[src/sv/pfba_pkg.sv]
`timescale 1ns / 1ps
// ----------------------------------------------------------------------------
// pfba_pkg: shared types and constants for the page frame bitmap allocator
// Payload structs, request kinds, register indexes and byte helpers.
// ----------------------------------------------------------------------------
package pfba_pkg;

    localparam int FRAME_COUNT = 1024;
    localparam int BYTE_BITS   = 8;
    localparam int BIT_W       = $clog2(BYTE_BITS);
    localparam int MAP_ROWS    = FRAME_COUNT / BYTE_BITS;
    localparam int ROW_W       = $clog2(MAP_ROWS);
    localparam int FRAME_W     = 10;
    localparam int COUNT_W     = 11;
    localparam int CFG_IDX_W   = 1;

    localparam logic [COUNT_W-1:0]   FRAME_TOTAL = COUNT_W'(FRAME_COUNT);
    localparam logic [BYTE_BITS-1:0] BYTE_FULL   = 8'hFF;
    localparam logic [ROW_W-1:0]     ROW_LAST    = ROW_W'(MAP_ROWS - 1);

    localparam logic [CFG_IDX_W-1:0] CFG_INSTALLED = 1'b0;
    localparam logic [CFG_IDX_W-1:0] CFG_RESERVED  = 1'b1;

    typedef enum logic [1:0] {
        KIND_INIT    = 2'd0,
        KIND_ALLOC   = 2'd1,
        KIND_RELEASE = 2'd2,
        KIND_COUNT   = 2'd3
    } kind_t;

    typedef struct packed {
        kind_t              kind;
        logic [FRAME_W-1:0] frame_index;
    } req_t;

    typedef struct packed {
        logic [FRAME_W-1:0] granted_frame;
        logic               status;
        logic [COUNT_W-1:0] used_count;
        logic [COUNT_W-1:0] free_count;
    } rsp_t;

    function automatic logic [COUNT_W-1:0] clamp_frames(input logic [COUNT_W-1:0] v);
        return (v > FRAME_TOTAL) ? FRAME_TOTAL : v;
    endfunction

    // position of the lowest clear bit, only meaningful when one exists
    function automatic logic [BIT_W-1:0] first_zero(input logic [BYTE_BITS-1:0] b);
        logic [BIT_W-1:0] pos;
        pos = '0;
        for (int i = BYTE_BITS - 1; i >= 0; i--)
        begin
            if (!b[i])
            begin
                pos = BIT_W'(i);
            end
        end
        return pos;
    endfunction

    // used bits of one bitmap byte right after initialize
    function automatic logic [BYTE_BITS-1:0] init_byte(
        input logic [ROW_W-1:0]   row,
        input logic [COUNT_W-1:0] live,
        input logic [COUNT_W-1:0] rsv
    );
        logic [COUNT_W-1:0]   base;
        logic [COUNT_W-1:0]   f;
        logic [BYTE_BITS-1:0] b;
        base = COUNT_W'({row, BIT_W'(0)});
        b    = '0;
        for (int i = 0; i < BYTE_BITS; i++)
        begin
            f    = base + COUNT_W'(i);
            b[i] = (f >= live) || (f < rsv);
        end
        return b;
    endfunction

endpackage

[src/sv/pfba_ram.sv]
`timescale 1ns / 1ps
// ----------------------------------------------------------------------------
// pfba_ram: generic single write port, single read port RAM
// Synchronous write, registered read (old data on same-address collision).
// ----------------------------------------------------------------------------
module pfba_ram #(
    parameter int WIDTH = 8,
    parameter int DEPTH = 128
) (
    input  logic                     clk,
    input  logic                     we,
    input  logic [$clog2(DEPTH)-1:0] waddr,
    input  logic [WIDTH-1:0]         wdata,
    input  logic [$clog2(DEPTH)-1:0] raddr,
    output logic [WIDTH-1:0]         rdata
);

    logic [WIDTH-1:0] mem [DEPTH];

    always_ff @(posedge clk)
    begin
        if (we)
        begin
            mem[waddr] <= wdata;
        end
        rdata <= mem[raddr];
    end

endmodule

[src/sv/page_frame_bitmap_allocator_top.sv]
`timescale 1ns / 1ps
// ----------------------------------------------------------------------------
// page_frame_bitmap_allocator_top: first-fit page frame allocator
// Used/free bitmap in a byte-wide RAM, walked one byte per cycle by a sequencer.
// ----------------------------------------------------------------------------
// count goes straight to done, release reads then checks its row, initialize writes
// every row and allocate scans rows from the first; the bitmap RAM walks one byte
// per cycle, so one transaction is in flight and the next is taken when the
// sequencer is back in idle. one finished result may wait in the output register.
// reset: per-row valid flops clear, so the whole bitmap reads as used at once;
// no clearing pass, config writes are always taken.
module page_frame_bitmap_allocator_top (
    input  logic                                clk,
    input  logic                                rst_n,
    input  logic                                req_valid,
    output logic                                req_ready,
    input  pfba_pkg::req_t                      req,
    output logic                                rsp_valid,
    input  logic                                rsp_ready,
    output pfba_pkg::rsp_t                      rsp,
    input  logic                                cfg_valid,
    output logic                                cfg_ready,
    input  logic [pfba_pkg::CFG_IDX_W-1:0]      cfg_index,
    input  logic [pfba_pkg::COUNT_W-1:0]        cfg_data
);

    import pfba_pkg::*;

    typedef enum logic [2:0] {
        S_IDLE,
        S_INIT,
        S_SCAN,
        S_REL_RD,
        S_REL_CHK,
        S_DONE
    } state_t;

    state_t               state_reg, state_next;
    logic [COUNT_W-1:0]   installed_reg, installed_next;
    logic [COUNT_W-1:0]   reserved_reg, reserved_next;
    logic [COUNT_W-1:0]   live_reg, live_next;
    logic [COUNT_W-1:0]   rsv_reg, rsv_next;
    logic [COUNT_W-1:0]   used_reg, used_next;
    logic [MAP_ROWS-1:0]  row_valid_reg, row_valid_next;
    logic [ROW_W-1:0]     row_reg, row_next;
    logic [ROW_W-1:0]     chk_row_reg, chk_row_next;
    logic                 chk_vld_reg, chk_vld_next;
    logic [FRAME_W-1:0]   idx_reg, idx_next;
    logic                 rowv_reg;
    rsp_t                 res_reg, res_next;
    rsp_t                 rsp_reg, rsp_next;
    logic                 rsp_valid_reg, rsp_valid_next;

    logic                 ram_we;
    logic [ROW_W-1:0]     ram_waddr;
    logic [BYTE_BITS-1:0] ram_wdata;
    logic [ROW_W-1:0]     ram_raddr;
    logic [BYTE_BITS-1:0] ram_rdata;
    logic [BYTE_BITS-1:0] byte_eff;
    logic [BIT_W-1:0]     free_bit;
    logic [BIT_W-1:0]     rel_bit;

    pfba_ram #(
        .WIDTH (BYTE_BITS),
        .DEPTH (MAP_ROWS)
    ) u_map (
        .clk   (clk),
        .we    (ram_we),
        .waddr (ram_waddr),
        .wdata (ram_wdata),
        .raddr (ram_raddr),
        .rdata (ram_rdata)
    );

    assign ram_raddr = (state_reg == S_SCAN) ? row_reg : idx_reg[FRAME_W-1 -: ROW_W];
    // a row never written since reset reads as all used
    assign byte_eff  = rowv_reg ? ram_rdata : BYTE_FULL;
    assign free_bit  = first_zero(byte_eff);
    assign rel_bit   = idx_reg[BIT_W-1:0];

    assign req_ready = (state_reg == S_IDLE);
    assign cfg_ready = 1'b1;
    assign rsp_valid = rsp_valid_reg;
    assign rsp       = rsp_reg;

    always_comb
    begin
        state_next     = state_reg;
        installed_next = installed_reg;
        reserved_next  = reserved_reg;
        live_next      = live_reg;
        rsv_next       = rsv_reg;
        used_next      = used_reg;
        row_valid_next = row_valid_reg;
        row_next       = row_reg;
        chk_row_next   = chk_row_reg;
        chk_vld_next   = chk_vld_reg;
        idx_next       = idx_reg;
        res_next       = res_reg;
        rsp_next       = rsp_reg;
        rsp_valid_next = rsp_valid_reg;
        ram_we         = 1'b0;
        ram_waddr      = row_reg;
        ram_wdata      = BYTE_FULL;

        if (cfg_valid)
        begin
            unique case (cfg_index)
                CFG_INSTALLED: installed_next = cfg_data;
                CFG_RESERVED:  reserved_next  = cfg_data;
            endcase
        end

        if (rsp_valid_reg && rsp_ready)
        begin
            rsp_valid_next = 1'b0;
        end

        unique case (state_reg)
            S_IDLE:
            begin
                if (req_valid)
                begin
                    idx_next = req.frame_index;
                    res_next = '0;
                    unique case (req.kind)
                        KIND_INIT:
                        begin
                            live_next  = clamp_frames(installed_reg);
                            rsv_next   = clamp_frames(reserved_reg);
                            row_next   = '0;
                            state_next = S_INIT;
                        end
                        KIND_ALLOC:
                        begin
                            row_next     = '0;
                            chk_vld_next = 1'b0;
                            state_next   = S_SCAN;
                        end
                        KIND_RELEASE:
                        begin
                            if ({1'b0, req.frame_index} < live_reg)
                            begin
                                state_next = S_REL_RD;
                            end
                            else
                            begin
                                state_next = S_DONE;
                            end
                        end
                        KIND_COUNT:
                        begin
                            res_next.used_count = used_reg;
                            res_next.free_count = live_reg - used_reg;
                            state_next          = S_DONE;
                        end
                    endcase
                end
            end
            S_INIT:
            begin
                ram_we                  = 1'b1;
                ram_waddr               = row_reg;
                ram_wdata               = init_byte(row_reg, live_reg, rsv_reg);
                row_valid_next[row_reg] = 1'b1;
                row_next                = row_reg + ROW_W'(1);
                if (row_reg == ROW_LAST)
                begin
                    // used frames below the installed count are just the reserved ones
                    used_next  = (rsv_reg < live_reg) ? rsv_reg : live_reg;
                    state_next = S_DONE;
                end
            end
            S_SCAN:
            begin
                // read of row_reg in flight while the byte of chk_row_reg is checked
                if (chk_vld_reg && (byte_eff != BYTE_FULL))
                begin
                    ram_we                      = 1'b1;
                    ram_waddr                   = chk_row_reg;
                    ram_wdata                   = byte_eff | (BYTE_BITS'(1) << free_bit);
                    row_valid_next[chk_row_reg] = 1'b1;
                    used_next                   = used_reg + COUNT_W'(1);
                    res_next.granted_frame      = {chk_row_reg, free_bit};
                    state_next                  = S_DONE;
                end
                else if (chk_vld_reg && (chk_row_reg == ROW_LAST))
                begin
                    res_next.status = 1'b1;
                    state_next      = S_DONE;
                end
                else
                begin
                    chk_vld_next = 1'b1;
                    chk_row_next = row_reg;
                    row_next     = row_reg + ROW_W'(1);
                end
            end
            S_REL_RD:
            begin
                state_next = S_REL_CHK;
            end
            S_REL_CHK:
            begin
                if (byte_eff[rel_bit])
                begin
                    ram_we                                = 1'b1;
                    ram_waddr                             = idx_reg[FRAME_W-1 -: ROW_W];
                    ram_wdata                             = byte_eff & ~(BYTE_BITS'(1) << rel_bit);
                    row_valid_next[idx_reg[FRAME_W-1 -: ROW_W]] = 1'b1;
                    used_next                             = used_reg - COUNT_W'(1);
                end
                state_next = S_DONE;
            end
            S_DONE:
            begin
                if (!rsp_valid_reg || rsp_ready)
                begin
                    rsp_next       = res_reg;
                    rsp_valid_next = 1'b1;
                    state_next     = S_IDLE;
                end
            end
            default:
            begin
                state_next = S_IDLE;
            end
        endcase
    end

    always_ff @(posedge clk or negedge rst_n)
    begin
        if (!rst_n)
        begin
            state_reg     <= S_IDLE;
            installed_reg <= FRAME_TOTAL;
            reserved_reg  <= COUNT_W'(1);
            live_reg      <= FRAME_TOTAL;
            rsv_reg       <= '0;
            used_reg      <= FRAME_TOTAL;
            row_valid_reg <= '0;
            row_reg       <= '0;
            chk_row_reg   <= '0;
            chk_vld_reg   <= 1'b0;
            idx_reg       <= '0;
            rowv_reg      <= 1'b0;
            res_reg       <= '0;
            rsp_reg       <= '0;
            rsp_valid_reg <= 1'b0;
        end
        else
        begin
            state_reg     <= state_next;
            installed_reg <= installed_next;
            reserved_reg  <= reserved_next;
            live_reg      <= live_next;
            rsv_reg       <= rsv_next;
            used_reg      <= used_next;
            row_valid_reg <= row_valid_next;
            row_reg       <= row_next;
            chk_row_reg   <= chk_row_next;
            chk_vld_reg   <= chk_vld_next;
            idx_reg       <= idx_next;
            rowv_reg      <= row_valid_reg[ram_raddr];
            res_reg       <= res_next;
            rsp_reg       <= rsp_next;
            rsp_valid_reg <= rsp_valid_next;
        end
    end

endmodule

[config.mk]
export PLATFORM = sky130hd
export DESIGN_NAME = page_frame_bitmap_allocator_top
export DESIGN_NICKNAME = d
export VERILOG_FILES = /design/src/sv/pfba_pkg.sv /design/src/sv/pfba_ram.sv /design/src/sv/page_frame_bitmap_allocator_top.sv
export SDC_FILE = /design/constraint.sdc
export NUM_CORES = 2
export LEC_CHECK = 0
export ABC_AREA = 1
export BUFFER_PORTS_ARGS = -buffer_cell sky130_fd_sc_hd__buf_2
export CAP_MARGIN = 30
export CELL_PAD_IN_SITES_DETAIL_PLACEMENT = 1
export CELL_PAD_IN_SITES_GLOBAL_PLACEMENT = 1
export CORE_MARGIN = 5
export CORE_UTILIZATION = 45
export DETAILED_ROUTE_END_ITERATION = 8
export PLACE_DENSITY_LB_ADDON = 0.1
export SYNTH_ARGS = -nofsm -noshare
export SYNTH_HDL_FRONTEND = slang
export SYNTH_SLANG_ARGS = --single-unit
[constraint.sdc]
create_clock -name clk -period 7.7 [get_ports clk]
set_input_delay 1.155 -clock clk [delete_from_list [all_inputs] [get_ports clk]]
set_output_delay 1.155 -clock clk [all_outputs]
set_load 0.03 [all_outputs]
==> flow_metrics.env <==
export IMPL_drive_above_1_share=0.0634
export IMPL_ys_flop_type="edfxtp_1"
export IMPL_synth_area_leaders="edfxtp_1 50%, dfrtp_1 11%, nand2_1 10%, nand3_1 8.6%, inv_1 6.9%"
export IMPL_grt_max_degree=186
export IMPL_worstMarginPinSlew_ps=1040
export IMPL_outcome="finished clean"
export IMPL_clockBufferDepth=3
export IMPL_slew_headroom=0.302
export IMPL_vias=48000
export IMPL_port_buffers=63
export IMPL_fin_ws_ps=2540
export IMPL_yosys_warnings=0
export IMPL_postRouteAntennaNets=0
export IMPL_drc_errors=0
export IMPL_synth_edf_count=1024
export IMPL_p_per_area_nw_per_um2=457
export IMPL_hold_worst_slack_ps=324
export IMPL_slew_violations=0
export IMPL_dp_cells=8304
export IMPL_nNetsFinal=6748
export IMPL_globalplace_congestion=0.954
export IMPL_wl_per_cell_um=24.5
export IMPL_synth_top_cell_area_share=0.497
export IMPL_cts_setup_buffers=0
export IMPL_gr_total_overflow=0
export IMPL_syn_area_um2=61900
export IMPL_holdBufCountCts=0
export IMPL_fmax_mhz=194
export IMPL_grt_pass1_vias=49100
export IMPL_avgSynthCellArea_um2=9.24
export IMPL_cts_inserted_buffers=146
export IMPL_post_route_period_util=0.670
export IMPL_n_fill_cell=15500
export IMPL_top_usage_layer="met2"
export IMPL_cts_htree_levels=4
export IMPL_peakVddDrop_v=0.000581
export IMPL_p_total_mw=31.3
export IMPL_drv_cap=0
export IMPL_firstDrtPassIters=6
export IMPL_cts_clk_slew_worst_paths_ps=60
export IMPL_place_hpwl_um=131000
export IMPL_grt_total_usage=0.285
export IMPL_syn_inst=6692
export IMPL_use_met1=0.391
export IMPL_syn2layout_area_growth_pct=10.7
export IMPL_period_minus_slack_ps=5160
export IMPL_wirelength_um=210000
export IMPL_cts_tree="yes"
export IMPL_critPathKind="reg -> reg"
export IMPL_antenna_found_initial=8
export IMPL_synth_seq_cells=1311
export IMPL_multiInputGateArea_um2=18200
export IMPL_chipHeight_um=381
export IMPL_final_util=0.500
export IMPL_leakagePower_nw=29.0
export IMPL_seqCellArea_um2=37900
export IMPL_dpl_cell_area_um2=63800
export IMPL_place_ws_ps=2620
export IMPL_r2r_start="state_reg[1]"
export IMPL_synth_async_reset_ratio=0.213
export IMPL_use_met2=0.468
export IMPL_design_core_area_um2=137000
export IMPL_largest_reg_flops=1024
export IMPL_synth_nets=6778
export IMPL_critical_path_startpoint="state_reg[1]"
export IMPL_skew_ps=31.0
export IMPL_num_rows=136
export IMPL_cp_end_kind="register"
export IMPL_startpoint_type="register"
export IMPL_cp_required_ps=8110
export IMPL_grt_use_met3=0.0409
export IMPL_rsz0062_at_grt="no"
export IMPL_hold_viol=0
export IMPL_via_per_inst=5.60
export IMPL_fp_dieArea_um2=145000
export IMPL_crit_fanout=31
export IMPL_io_pins=65
export IMPL_arrival_ps=5570
export IMPL_ys_types=58
export IMPL_drt_iter0_drc=4145
export IMPL_insertion_delay_ps=800
export IMPL_cts_resized=0
export IMPL_setup_violations=0
export IMPL_final_area_um2=68500
export IMPL_die_x_um=381
export IMPL_grt_pass1_wl_um=315000
export IMPL_synth_seq_area_share=0.613
export IMPL_cts_sinks=1311
export IMPL_synth_area_leader_cell="edfxtp_1"
export IMPL_initial_core_util=0.452
export IMPL_hold_path_class="in -> async"
export IMPL_final_cells=8567
export IMPL_fin_setup_tns_ps=0
export IMPL_clockRootBuffer="clkbuf_16"
worst paths after layout:
check | depth (start not counted) | end | slack [ps]
hold reg to reg | 2 | row_valid_reg[93] | 460
max in group asynchronous | 2 | row_valid_reg[45] | 5970
setup / recovery | 13 | u_map.mem[126][1] | 2540
hold / removal | 1 | res_reg[5] | 320
setup reg to reg | 13 | u_map.mem[126][1] | 2540
min in group clk | 2 | row_valid_reg[93] | 460
Yosys cell counts (3+ instances only):
cell type,n
nand2_1,1667
inv_1,1139
nand3_1,1066
edfxtp_1,1024
o21ai_0,310
nor2_1,302
dfrtp_1,275
buf_2,189
a21oi_1,158
o22ai_1,123
clkbuf_1,101
ha_1,55
nor3_1,33
buf_1,28
a221oi_1,21
inv_2,21
o211ai_1,17
nand3b_1,16
nand4_1,15
nor2_2,11
nand2_2,10
nand3_2,10
a31oi_1,9
o21ai_1,9
dfxtp_1,8
o31ai_1,7
o21bai_1,6
a211oi_1,4
buf_4,4
clkinv_1,4
dfstp_2,4
nor4_1,4
o21ai_2,4
nor2_4,3
o221ai_1,3
critical path, stage by stage (launching register included):
cell,delay [ps]
dfrtp_1,470
nor2_2,110
inv_2,90
nor2_1,40
buf_4,210
inv_1,380
nand2_1,680
buf_4,480
inv_1,90
buf_4,370
nand2_1,90
inv_1,710
a21oi_1,280
nor2_1,730
cell type report:
cell class                 instances  area share
clock inverter                    57     0.00850
inverter                        1166      0.0640
timing repair buffer             146      0.0172
antenna                            2   0.0000731
multi-input combinational       3891       0.266
tap                             1794      0.0328
clock buffer                     200      0.0581
sequential                      1311       0.554
power breakdown:
| group | leakage [nW] | internal (mW) | switching, mW |
|---|---|---|---|
| Combinational | 14.0 | 3.05 | 11.0 |
| Sequential | 12.8 | 10.0 | 0.364 |
| Clock | 2.24 | 3.92 | 2.89 |
kinds of logic after synthesis:
group	synth area share
and+or+nand+nor	0.218
buffers and inverters	0.0948
DFF	0.613
AOI/OAI and AO/OA	0.0622
adders and majority gates	0.0118
xor gates and xnor gates	0.000566
other	0.0000606
cell usage in the layout, fill, tap and decap left out, drive strengths merged, types with 6 or more instances in the layout:
| cell | instances |
|---|---|
| a21oi | 161 |
| a221oi | 21 |
| a31oi | 9 |
| buf | 145 |
| bufinv | 9 |
| clkbuf | 201 |
| clkinv | 44 |
| dfrtp | 275 |
| dfxtp | 8 |
| edfxtp | 1024 |
| ha | 55 |
| inv | 1170 |
| nand2 | 1678 |
| nand3 | 1077 |
| nand3b | 16 |
| nand4 | 16 |
| nor2 | 317 |
| nor3 | 33 |
| o211ai | 17 |
| o21ai | 325 |
| o21bai | 6 |
| o22ai | 123 |
| o31ai | 7 |
layer usage:
layer / vias to the layer above / share of wire
met2: 1408 / 0.47
li1: 21900 / -
met5: - / 0.000033
met1: 24300 / 0.44
met4: 2 / 0.033
met3: 368 / 0.057
Power figures use the tool's default switching activity.
